**src/rtl/brfd_pkg.sv**
```systemverilog
// Package for the block residual frame decoder: phases, controller states, commands.
`default_nettype none
package brfd_pkg;
    typedef enum logic [1:0] {
        PH_HEADER = 2'd0,
        PH_PIXELS = 2'd1,
        PH_DONE   = 2'd2
    } t_phase;

    typedef enum logic [2:0] {
        ST_IDLE  = 3'd0,
        ST_STEP  = 3'd1,
        ST_READ  = 3'd2,
        ST_WRITE = 3'd3,
        ST_EMIT  = 3'd4,
        ST_LOOK  = 3'd5
    } t_state;

    localparam logic [1:0] REF_NONE = 2'd0;
    localparam logic [1:0] REF_UL   = 2'd1;
    localparam logic [1:0] REF_UP   = 2'd2;
    localparam logic [1:0] REF_LEFT = 2'd3;

    // controller to datapath
    typedef struct packed {
        logic load;   // take input word
        logic step;   // one header step (also locates block)
        logic pix;    // one pixel prepare step
        logic write;  // commit pixel to store
    } t_cmd;

    // datapath to controller
    typedef struct packed {
        logic active;   // phase header or pixels after load
        logic can_hdr;  // header step possible
        logic can_pix;  // pixel step possible
        logic done;     // frame finished
    } t_stat;
endpackage
`default_nettype wire

```
**src/rtl/brfd_ctrl.sv**
```systemverilog
// Controller state machine: sequences load, decode steps and result handshake.
`default_nettype none
module brfd_ctrl
    import brfd_pkg::*;
(
    input  wire logic  i_clk,
    input  wire logic  i_rst_n,
    input  wire logic  i_valid,
    output logic       o_ready,
    output logic       o_valid,
    input  wire logic  i_ready,
    input  wire t_stat i_stat,
    output t_cmd       o_cmd,
    output logic       o_last
);
    t_state r_state, n_state;
    logic [3:0] r_cnt, n_cnt;
    logic r_done, n_done;
    logic r_last, n_last;

    // decoding may go on for this word
    logic w_go;
    assign w_go = !r_done && r_cnt != 4'd8 && i_stat.active;

    always_comb begin
        n_state = r_state;
        n_cnt   = r_cnt;
        n_done  = r_done;
        n_last  = r_last;
        case (r_state)
            ST_IDLE: begin
                if (i_valid) begin
                    n_state = ST_STEP;
                    n_cnt   = 4'd0;
                    n_done  = 1'b0;
                end
            end
            ST_STEP: begin
                if (!w_go) begin
                    n_state = ST_IDLE;
                end else if (i_stat.can_pix) begin
                    n_state = ST_READ;
                end else if (!i_stat.can_hdr) begin
                    n_state = ST_IDLE;
                end
            end
            ST_READ:  n_state = ST_WRITE;
            ST_WRITE: begin
                n_state = ST_LOOK;
                n_cnt   = r_cnt + 4'd1;
                n_done  = i_stat.done;
            end
            // run pending headers so the last flag is known before the offer
            ST_LOOK: begin
                if (!w_go) begin
                    n_state = ST_EMIT;
                    n_last  = 1'b1;
                end else if (i_stat.can_pix) begin
                    n_state = ST_EMIT;
                    n_last  = 1'b0;
                end else if (!i_stat.can_hdr) begin
                    n_state = ST_EMIT;
                    n_last  = 1'b1;
                end
            end
            ST_EMIT: begin
                if (i_ready) begin
                    n_state = ST_STEP;
                end
            end
            default: n_state = ST_IDLE;
        endcase
    end

    always_comb begin
        o_ready       = (r_state == ST_IDLE);
        o_cmd.load    = (r_state == ST_IDLE) && i_valid;
        o_cmd.step    = (r_state == ST_STEP || r_state == ST_LOOK) && w_go &&
                        i_stat.can_hdr;
        o_cmd.pix     = (r_state == ST_STEP) && w_go && i_stat.can_pix;
        o_cmd.write   = (r_state == ST_WRITE);
        o_valid       = (r_state == ST_EMIT);
        o_last        = r_last;
    end

    always_ff @(posedge i_clk) begin
        if (!i_rst_n) begin
            r_state <= ST_IDLE;
            r_cnt   <= 4'd0;
            r_done  <= 1'b0;
            r_last  <= 1'b0;
        end else begin
            r_state <= n_state;
            r_cnt   <= n_cnt;
            r_done  <= n_done;
            r_last  <= n_last;
        end
    end
endmodule
`default_nettype wire

```
**config.mk**
```make
export PLATFORM = sky130hd
export DESIGN_NAME = brfd_ctrl
export DESIGN_NICKNAME = d
export VERILOG_FILES = /design/src/rtl/brfd_pkg.sv /design/src/rtl/brfd_ctrl.sv
export SDC_FILE = /design/constraint.sdc
export NUM_CORES = 1
export LEC_CHECK = 0
export BUFFER_PORTS_ARGS = -buffer_cell sky130_fd_sc_hd__buf_2
export CELL_PAD_IN_SITES_DETAIL_PLACEMENT = 1
export CELL_PAD_IN_SITES_GLOBAL_PLACEMENT = 2
export CORE_MARGIN = 8
export CORE_UTILIZATION = 27
export CTS_CLUSTER_SIZE = 30
export DETAILED_ROUTE_END_ITERATION = 10
export MAX_ROUTING_LAYER = met4
export PLACE_DENSITY = 0.72
export SYNTH_ARGS = -nofsm -noshare
export SYNTH_HDL_FRONTEND = slang
export SYNTH_SLANG_ARGS = --single-unit
```
**constraint.sdc**
```tcl
create_clock -name i_clk -period 1.4 [get_ports i_clk]
set_input_delay 0.07 -clock i_clk [delete_from_list [all_inputs] [get_ports i_clk]]
set_output_delay 0.07 -clock i_clk [all_outputs]
set_load 0.02 [all_outputs]
```
==> impl_metrics.tcl, run 1 <==
set metrics [dict create \
    status "finished with violations" \
    violations "setup timing" \
    cp-end-kind "output pin" \
    required_ns 1.33 \
    synth_area_um2 536 \
    syn_inst 63 \
    fin_crit_sh_pct 100 \
    grt_start_max_net_pins 10 \
    die_w_um 60.5 \
    cts_tree "yes" \
    hold_violations 0 \
    synth_compound_area_share_pct 11.7 \
    via_count 554 \
    slew_headroom_pct 78.3 \
    grt_pass1_wl_mm 2.58 \
    die_area_mm2 0.00366 \
    die_y_um 60.5 \
    portBuffers 14 \
    cp.arrival_ns 1.33 \
    fmax_mhz 712 \
    grt_usage_pct 9.60 \
    wl_per_cell_um 13.3 \
    num_rows 16 \
    setup.worst_path.start_class "flop" \
    dp_cells 105 \
    hold_class "in -> reg" \
    synth_ff_type "dfxtp_1" \
    worstHoldPathCells 3 \
    route.antenna.remaining_nets 0 \
    synth_warnings 0 \
    yosys.area_share.simple_pct 38.6 \
    worst_slack_ns -0.00432 \
    synth_most_common_cell "dfxtp_1" \
    grt_pass1_vias 595 \
    clockBufferDepth 2 \
    path_class "reg -> out" \
    cts_sinks 9 \
    clk_pin_slew_ns 0.06 \
    finalMaxSlewViolations 0 \
    viasPerCell 4.74 \
    drive_above_1_share_pct 50.0 \
    yosys-top-cells-count "dfxtp_1 (9), a21oi_1 (6), inv_1 (6), nand3_1 (6)" \
    setup_violations 2 \
    path_max_fanout 3 \
    cts_hold_buf 0 \
    leakage_nw 0.363 \
    post-route-min-period_ns 1.40 \
    drc 0 \
    yosys.area_share.adder_pct 4.67 \
    overflow 0 \
    synth_top_area_share_pct 33.6 \
    io_pins 15 \
    finClkSkew_ns 0.00256 \
    max_cap_violations 0 \
    async_flop_share_pct 0 \
    antenna_found_initial 0 \
    dr.pass1.iters 2 \
    yosys_register_bits 9 \
    initial_core_util_pct 27.9 \
    ys_seq_area_share_pct 33.6 \
    avgSynthCellArea_um2 8.50 \
    n_antenna_cell 0 \
    syn-num-nets 73 \
    power_uw 569 \
    synth_xor_area_share_pct 3.27 \
    synth_top_family_by_area "simple AND/OR/NAND/NOR gates" \
    synthMuxAreaShare_pct 0 \
    gp_congestion 0.734 \
    coreArea_mm2 0.00192 \
    max-vdd-ir-drop_uv 493 \
    worst_pin_slew_ns 0.326 \
    nets 101 \
    drtIter0Drc 7 \
    clkLatencyLatePin_ns 0.26 \
    yosysTopAreaCell "dfxtp_1" \
    cts_buffers 3 \
    place_hpwl_mm 1.04 \
    yosysUniqueCellTypes 24 \
    clockRootBuffer "clkbuf_4" \
    area_growth_pct 47.0 \
    p_per_area_mw_per_mm2 723 \
    final_cells 117 \
    routed_wl_mm 1.56 \
    synth.area.top_cells "dfxtp_1 (34%), a21oi_1 (5.6%), nand3_1 (5.6%)" \
    reg2reg_depth 7 \
    synth_edf_count 0 \
    h-tree-depth 1 \
    rsz0062_at_grt "yes" \
]
layer usage:
layer  share of wire (%)  global-route usage [%]  up-vias
li1                    -                       -      281
met1                  43                    9.51      262
met2                  50                    16.9        9
met3                 5.5                    4.24        2
met4                 1.0                    2.33        0
met5                   0                       -        -
report_power, final:
part | internal [mW] | leakage [nW] | switching (mW)
registers | 0.257 | 0.0754 | 0.00338
clock network | 0.110 | 0.0150 | 0.0929
logic | 0.0518 | 0.273 | 0.0537
through the flow:
step / instance area [µm²] / setup TNS (ns) / setup WS [ns] / hold slack (ns) / utilization [%]
floorplan: 536 / 0 / 0.00166 / 0.206 / -
global placement: 648 / 0 / 0.0708 / 0.324 / 33.7
detailed placement: 648 / 0 / 0.0955 / 0.329 / 33.7
CTS: 776 / -0.0441 / -0.0246 / 0.0470 / 40.4
global route: 787 / -0.224 / -0.0839 / 0.0500 / 41.0
finish: 787 / -0.00712 / -0.00432 / 0.0544 / 41.0
state kept, by name (all words and copies together), names as in the netlist:
signal	flops
r_done	1
r_state	3
o_last	1
r_cnt	4
kinds of logic after synthesis:
kind of cell / after synthesis
AO/OA/AOI/OAI: 10
XOR/XNOR: 2
adder cells (fa/ha/maj): 2
buffers and inverters: 9
flip-flops: 9
AND/OR/NAND/NOR: 31
worst paths after layout:
| kind | end | slack, ns | start |
|---|---|---|---|
| worst max-delay path | o_cmd[3] | -0.004 | r_state[1]$_SDFFE_PN0P_ |
| worst min-delay path | r_done$_SDFFE_PN0P_ | 0.05 | i_stat[0] |
| worst max register to register | o_last$_SDFFE_PN0P_ | 0.04 | r_cnt[0]$_SDFFE_PN0P_ |
| worst min register to register | r_done$_SDFFE_PN0P_ | 0.50 | r_done$_SDFFE_PN0P_ |
cell type report:
type | count | area (µm²)
Multi-Input combinational cell | 45 | 339
Tap cell | 27 | 33.8
Clock buffer | 4 | 26.3
Fill cell | 241 | 1130
Sequential cell | 9 | 190
Timing Repair Buffer | 26 | 175
Inverter | 6 | 22.5
worst max-delay path: stages, from the launching register on:
cell and delay (ns):
dfxtp_4 0.34, or4b_4 0.54, inv_2 0.08, buf_6 0.11
cells in the final DEF (no fill, tap or decap), drive strengths merged:
cell / count
buf: 26
dfxtp: 9
nand3: 6
a21oi: 6
inv: 6
nor3: 4
nand2: 4
clkbuf: 4
nand3b: 3
and3b: 2
xor2: 2
nor2: 2
a31oi: 2
nand4b: 2
nor2b: 2
nor3b: 2
ha: 2
or4b: 1
and3: 1
or3: 1
o221a: 1
nor4bb: 1
a221oi: 1
timing repair:
item | in CTS | in global routing
resized for setup | 17 | 4
setup buffers | 8 | 0
endpoints found under the setup margin | 4 | 5
pin swaps | 4 | 2
Power figures use the tool's default switching activity.
==> run 2: changes to the inputs <==
- SETUP_SLACK_MARGIN: default -> 0.05
==> run 2 against run 1 <==
  * The run still ends with setup timing left
  * Core utilization is 0.98 points higher
  * Flip-flop and latch count stayed put
  * Setup slack lost 0.026 ns
  * Register-to-register slack about the same
  * Critical path depth did not move
  * Fmax is 1.8% lower
  * Clock power rose by 5%
  * Via count shrank 0.54%
  * Combinational power hardly changed
  * Critical endpoint unchanged
  * Largest power group unchanged
  * Highest routed layer is now met3
==> impl_metrics.tcl, run 2 (synthesis gave the netlist of run 1 again) <==
set metrics [dict create \
    drtIter0Drc 2 \
    post-route-util_pct 41.9 \
    routed_wl_mm 1.73 \
    power_uw 578 \
    path_max_fanout 3 \
    r2r_end "r_cnt[3]$_SDFFE_PN0P_" \
    dp_slack_ns 0.133 \
    clockRootBuffer "clkbuf_4" \
    rsz0062_at_grt "yes" \
    grt_usage_pct 10.0 \
    setup_violations 2 \
    nets 101 \
    required_ns 1.33 \
    area_growth_pct 50.5 \
    max_cap_violations 0 \
    die_w_um 60.5 \
    clk_pin_slew_ns 0.07 \
    finClkSkew_ns 0.00621 \
    slowest_delay_ns 0.55 \
    final_common_cell "buf_4" \
    finalMaxSlewViolations 0 \
    p_per_area_mw_per_mm2 718 \
    cts_sinks 9 \
    fmax_mhz 699 \
    overflow 0 \
    setup.worst_path.start_class "flop" \
    portBuffers 14 \
    grt_pass1_vias 609 \
    endpoint "o_cmd[3]" \
    cts_tree "yes" \
    crit_slowest_cell "or4b_4" \
    grt_start_max_net_pins 10 \
    crit_cells 3 \
    clkLatencyLatePin_ns 0.27 \
    largestRegisters "r_cnt x4, r_state x3" \
    cp-end-kind "output pin" \
    violations "setup timing" \
    max-vdd-ir-drop_uv 351 \
    n_antenna_cell 0 \
    via_count 551 \
    hold_violations 0 \
    fin_area_um2 806 \
    initial_core_util_pct 27.9 \
    hold_class "in -> reg" \
    place_area_um2 668 \
    cp.arrival_ns 1.36 \
    coreArea_mm2 0.00192 \
    path_cells "or4b_4 -> inv_2 -> buf_6" \
    worst_pin_slew_ns 0.308 \
    num_rows 16 \
    rrSetupSlack_ns 0.05 \
    cp_top_family "simple AND/OR/NAND/NOR gates" \
    finalSetupTns_ns -0.0392 \
    largest_reg_flops 4 \
    h-tree-depth 1 \
    die_area_mm2 0.00366 \
    final_cell_mix "buf_4 (13), buf_2 (10), nand3_1 (6)" \
    grt_pass1_wl_mm 2.67 \
    cts_buffers 3 \
    clockBufferDepth 2 \
    viasPerCell 4.71 \
    io_pins 15 \
    regArea_um2 191 \
    post-route-min-period_ns 1.43 \
    cp-startpoint "r_state[1]$_SDFFE_PN0P_" \
    whs_ns 0.0336 \
    gp_congestion 0.748 \
    reg2reg_depth 4 \
    die_y_um 60.5 \
    place_hpwl_mm 1.16 \
    top_register "r_cnt" \
    worst_slack_ns -0.0304 \
    drc 0 \
    fin_crit_sh_pct 102 \
    dp_cells 107 \
    status "finished with violations" \
    leakage_nw 0.367 \
    path_class "reg -> out" \
    antenna_found_initial 0 \
    dr.pass1.iters 3 \
    wl_per_cell_um 14.8 \
    cp_num_buf_inv 2 \
    fillers 253 \
    final_cells 117 \
    slew_headroom_pct 79.5 \
    multi_input_area_um2 350 \
    drive_above_1_share_pct 52.2 \
    route.antenna.remaining_nets 0 \
    regToRegStartpoint "r_state[1]$_SDFFE_PN0P_" \
]
-- run 2: worst reg2reg max path: cells and delay by family (launching register included) --
family | cells | cell delay (ns)
DFF | 1 | 0.35
AOI/OAI and AO/OA | 1 | 0.08
and+or+nand+nor | 2 | 0.63
buffers and inverters | 1 | 0.17
-- run 2: where the power goes --
group	internal [mW]	switching, mW	total (mW)	leakage (nW)
combinational	0.0489	0.0538	0.103	0.276
sequential	0.257	0.00502	0.262	0.0757
clock	0.110	0.103	0.213	0.0150
-- run 2: area by class of cell --
type	instances	share of cell area, %
tap	27	4.19
inverter	6	2.80
sequential	9	23.8
timing repair buffer	26	22.5
clock buffer	4	3.26
multi-input combinational	45	43.5
-- run 2: worst min-delay path by stage --
stage | startpoint | depth (start not counted) | slack (ns) | endpoint
after global placement | i_stat[0] | 3 | 0.32 | r_done$_SDFFE_PN0P_
after floorplan | i_stat[0] | 2 | 0.21 | r_done$_SDFFE_PN0P_
after CTS | i_stat[0] | 3 | 0.03 | r_done$_SDFFE_PN0P_
after detailed placement | i_stat[0] | 3 | 0.32 | r_done$_SDFFE_PN0P_
final | i_stat[0] | 3 | 0.03 | r_done$_SDFFE_PN0P_
after global routing | i_stat[0] | 3 | 0.04 | r_done$_SDFFE_PN0P_
-- run 2: per-layer routing --
metal  up-vias  wire length, µm  track usage [%]
met2        12              843             17.5
met3         0              140             4.87
met4         0                0            0.997
li1        281                -                -
met1       258              746             10.3
met5         -                0                -
-- run 2: timing repair --
action,4_1_cts,5_1_grt
hold buffers,0,0
endpoints found under the hold margin,0,0
gates resized for setup,18,7
buffers inserted,5,1
endpoints found under the setup margin,5,10
pin swaps,4,5
==> run 3: changes to the inputs <==
- CORE_ASPECT_RATIO: default -> 0.8
- clock period: 1.4 -> 1.5 ns (I/O delays scaled with it)
==> run 3 against run 2 <==
  * The flow now finishes without violations
  * Global-route usage decreased by 0.75 points
  * Setup slack gained 0.079 ns
  * Critical path depth rose by 3
  * Via count up 1.6%
  * Combinational power is 10% lower
  * Core utilization up 0.26 points
  * Hold slack improved by 0.032 ns
  * Count of clock-buffer cells in the layout unchanged
  * First-iteration DRC count rose to 14 times the previous value
  * Flip-flop and latch count did not move
  * Clock skew shrank 0.0045 ns
  * Critical path type unchanged
  * Largest cell class unchanged
  * Largest power group unchanged
==> impl_metrics.tcl, run 3 (synthesis gave the netlist of run 1 again) <==
set metrics [dict create \
    max_cap_violations 0 \
    clockBufferDepth 2 \
    top_layer "met4" \
    largestRegisters "r_cnt x4, r_state x3" \
    power_switching_uw 132 \
    slew_headroom_pct 82.1 \
    portBuffers 14 \
    post-route-min-period_ns 1.45 \
    coreArea_mm2 0.00187 \
    wl_met1_um 768 \
    drc 0 \
    n_antenna_cell 0 \
    met2WireLength_um 815 \
    fillers 224 \
    cts_tree "yes" \
    h-tree-depth 1 \
    leakage_nw 0.369 \
    p_per_area_mw_per_mm2 653 \
    clockRootBuffer "clkbuf_4" \
    final_cell_mix "buf_4 (12), buf_2 (11), nand3_1 (6), a21oi_1 (6)" \
    place_area_um2 637 \
    intPower_uw 384 \
    finClkSkew_ns 0.00175 \
    final_common_cell "buf_4" \
    switching_share_pct 25.6 \
    dp_cells 101 \
    p_clk_share_pct 35.1 \
    post-route-util_pct 42.2 \
    nets 101 \
    wl_per_cell_um 15.0 \
    path_max_fanout 3 \
    antenna_found_initial 0 \
    clkLatencyLatePin_ns 0.26 \
    dr.pass1.iters 4 \
    via_count 560 \
    hold_violations 0 \
    rsz0062_at_grt "yes" \
    worst_slack_ns 0.0485 \
    area_growth_pct 47.7 \
    fmax_mhz 689 \
    cp.arrival_ns 1.38 \
    place_hpwl_mm 1.12 \
    grt_pass1_wl_mm 2.68 \
    num_rows 14 \
    cts_hold_buf 0 \
    final_cells 114 \
    path_class "reg -> out" \
    hold_class "in -> reg" \
    status "finished, final reports clean" \
    routed_wl_mm 1.71 \
    overflow 0 \
    setup.worst_path.start_class "flop" \
    drive_above_1_share_pct 48.9 \
    finalMaxSlewViolations 0 \
    required_ns 1.42 \
    worst_pin_slew_ns 0.268 \
    io_pins 15 \
    cts_sinks 9 \
    fin_area_um2 791 \
    drtIter0Drc 27 \
    fin_crit_sh_pct 96.8 \
    route.antenna.remaining_nets 0 \
    dp_slack_ns 0.196 \
    grt_usage_pct 9.28 \
    multi_input_area_um2 337 \
    setup_violations 0 \
    top_register "r_cnt" \
    die_area_mm2 0.00367 \
    die_y_um 55.8 \
    die_w_um 65.8 \
    max-vdd-ir-drop_uv 333 \
    cts_buffers 3 \
    grt_start_max_net_pins 13 \
    grt_pass1_vias 549 \
    regArea_um2 194 \
    met3_length_um 115 \
    gp_congestion 0.795 \
    pwr-share-comb_pct 17.9 \
    largest_reg_flops 4 \
    initial_core_util_pct 28.6 \
    viasPerCell 4.91 \
    cp-end-kind "output pin" \
    p_seq_share_pct 47.0 \
    clk_pin_slew_ns 0.06 \
]
run 3: through the flow:
stage | total power, mW | TNS, ns | hold slack (ns)
after global routing | 0.547 | -0.0558 | 0.0645
after global placement | 0.327 | 0 | 0.323
after detailed placement | 0.328 | 0 | 0.329
after floorplan | 0.302 | 0 | 0.211
after CTS | 0.521 | 0 | 0.0526
final | 0.517 | 0 | 0.0651
run 3: metal layers:
| metal | track usage, % | vias to the layer above |
|---|---|---|
| met5 | - | - |
| met4 | 1.86 | 0 |
| met3 | 4.23 | 2 |
| met2 | 13.6 | 14 |
| met1 | 11.3 | 265 |
| li1 | - | 279 |
run 3: area by class of cell:
type,instances,share of cell area (%)
multi-input combinational,45,42.6
tap,24,3.80
sequential,9,24.5
inverter,6,3.16
clock buffer,4,3.32
timing repair buffer,26,22.6
run 3: path summary, 6_finish.rpt:
path / start / cells after the start / slack, ns / end
min: i_stat[0] / 3 / 0.07 / r_done$_SDFFE_PN0P_
min reg2reg: r_state[2]$_SDFFE_PN0P_ / 1 / 0.47 / r_state[1]$_SDFFE_PN0P_
max: r_cnt[1]$_SDFFE_PN0P_ / 6 / 0.05 / o_cmd[1]
max reg2reg: r_state[0]$_SDFFE_PN0P_ / 4 / 0.15 / r_cnt[3]$_SDFFE_PN0P_
run 3: timing repair:
action	in CTS	in global routing
setup endpoints to repair	3	3
pin swaps	1	3
resized for setup	11	12
setup buffers	2	7
run 3: critical path: stages (launching register included):
cell and delay (ns):
dfxtp_4 0.35, inv_2 0.04, ha_4 0.14, nand3b_1 0.14
nand2_2 0.09, nor3b_2 0.18, buf_4 0.17
run 3: power by group through the flow:
stage               logic (mW)  clock network (mW)  registers, mW
floorplan               0.0509                   0          0.251
global placement        0.0743                   0          0.253
detailed placement      0.0747                   0          0.253
CTS                     0.0850               0.190          0.247
global route             0.101               0.203          0.243
finish                  0.0925               0.181          0.243
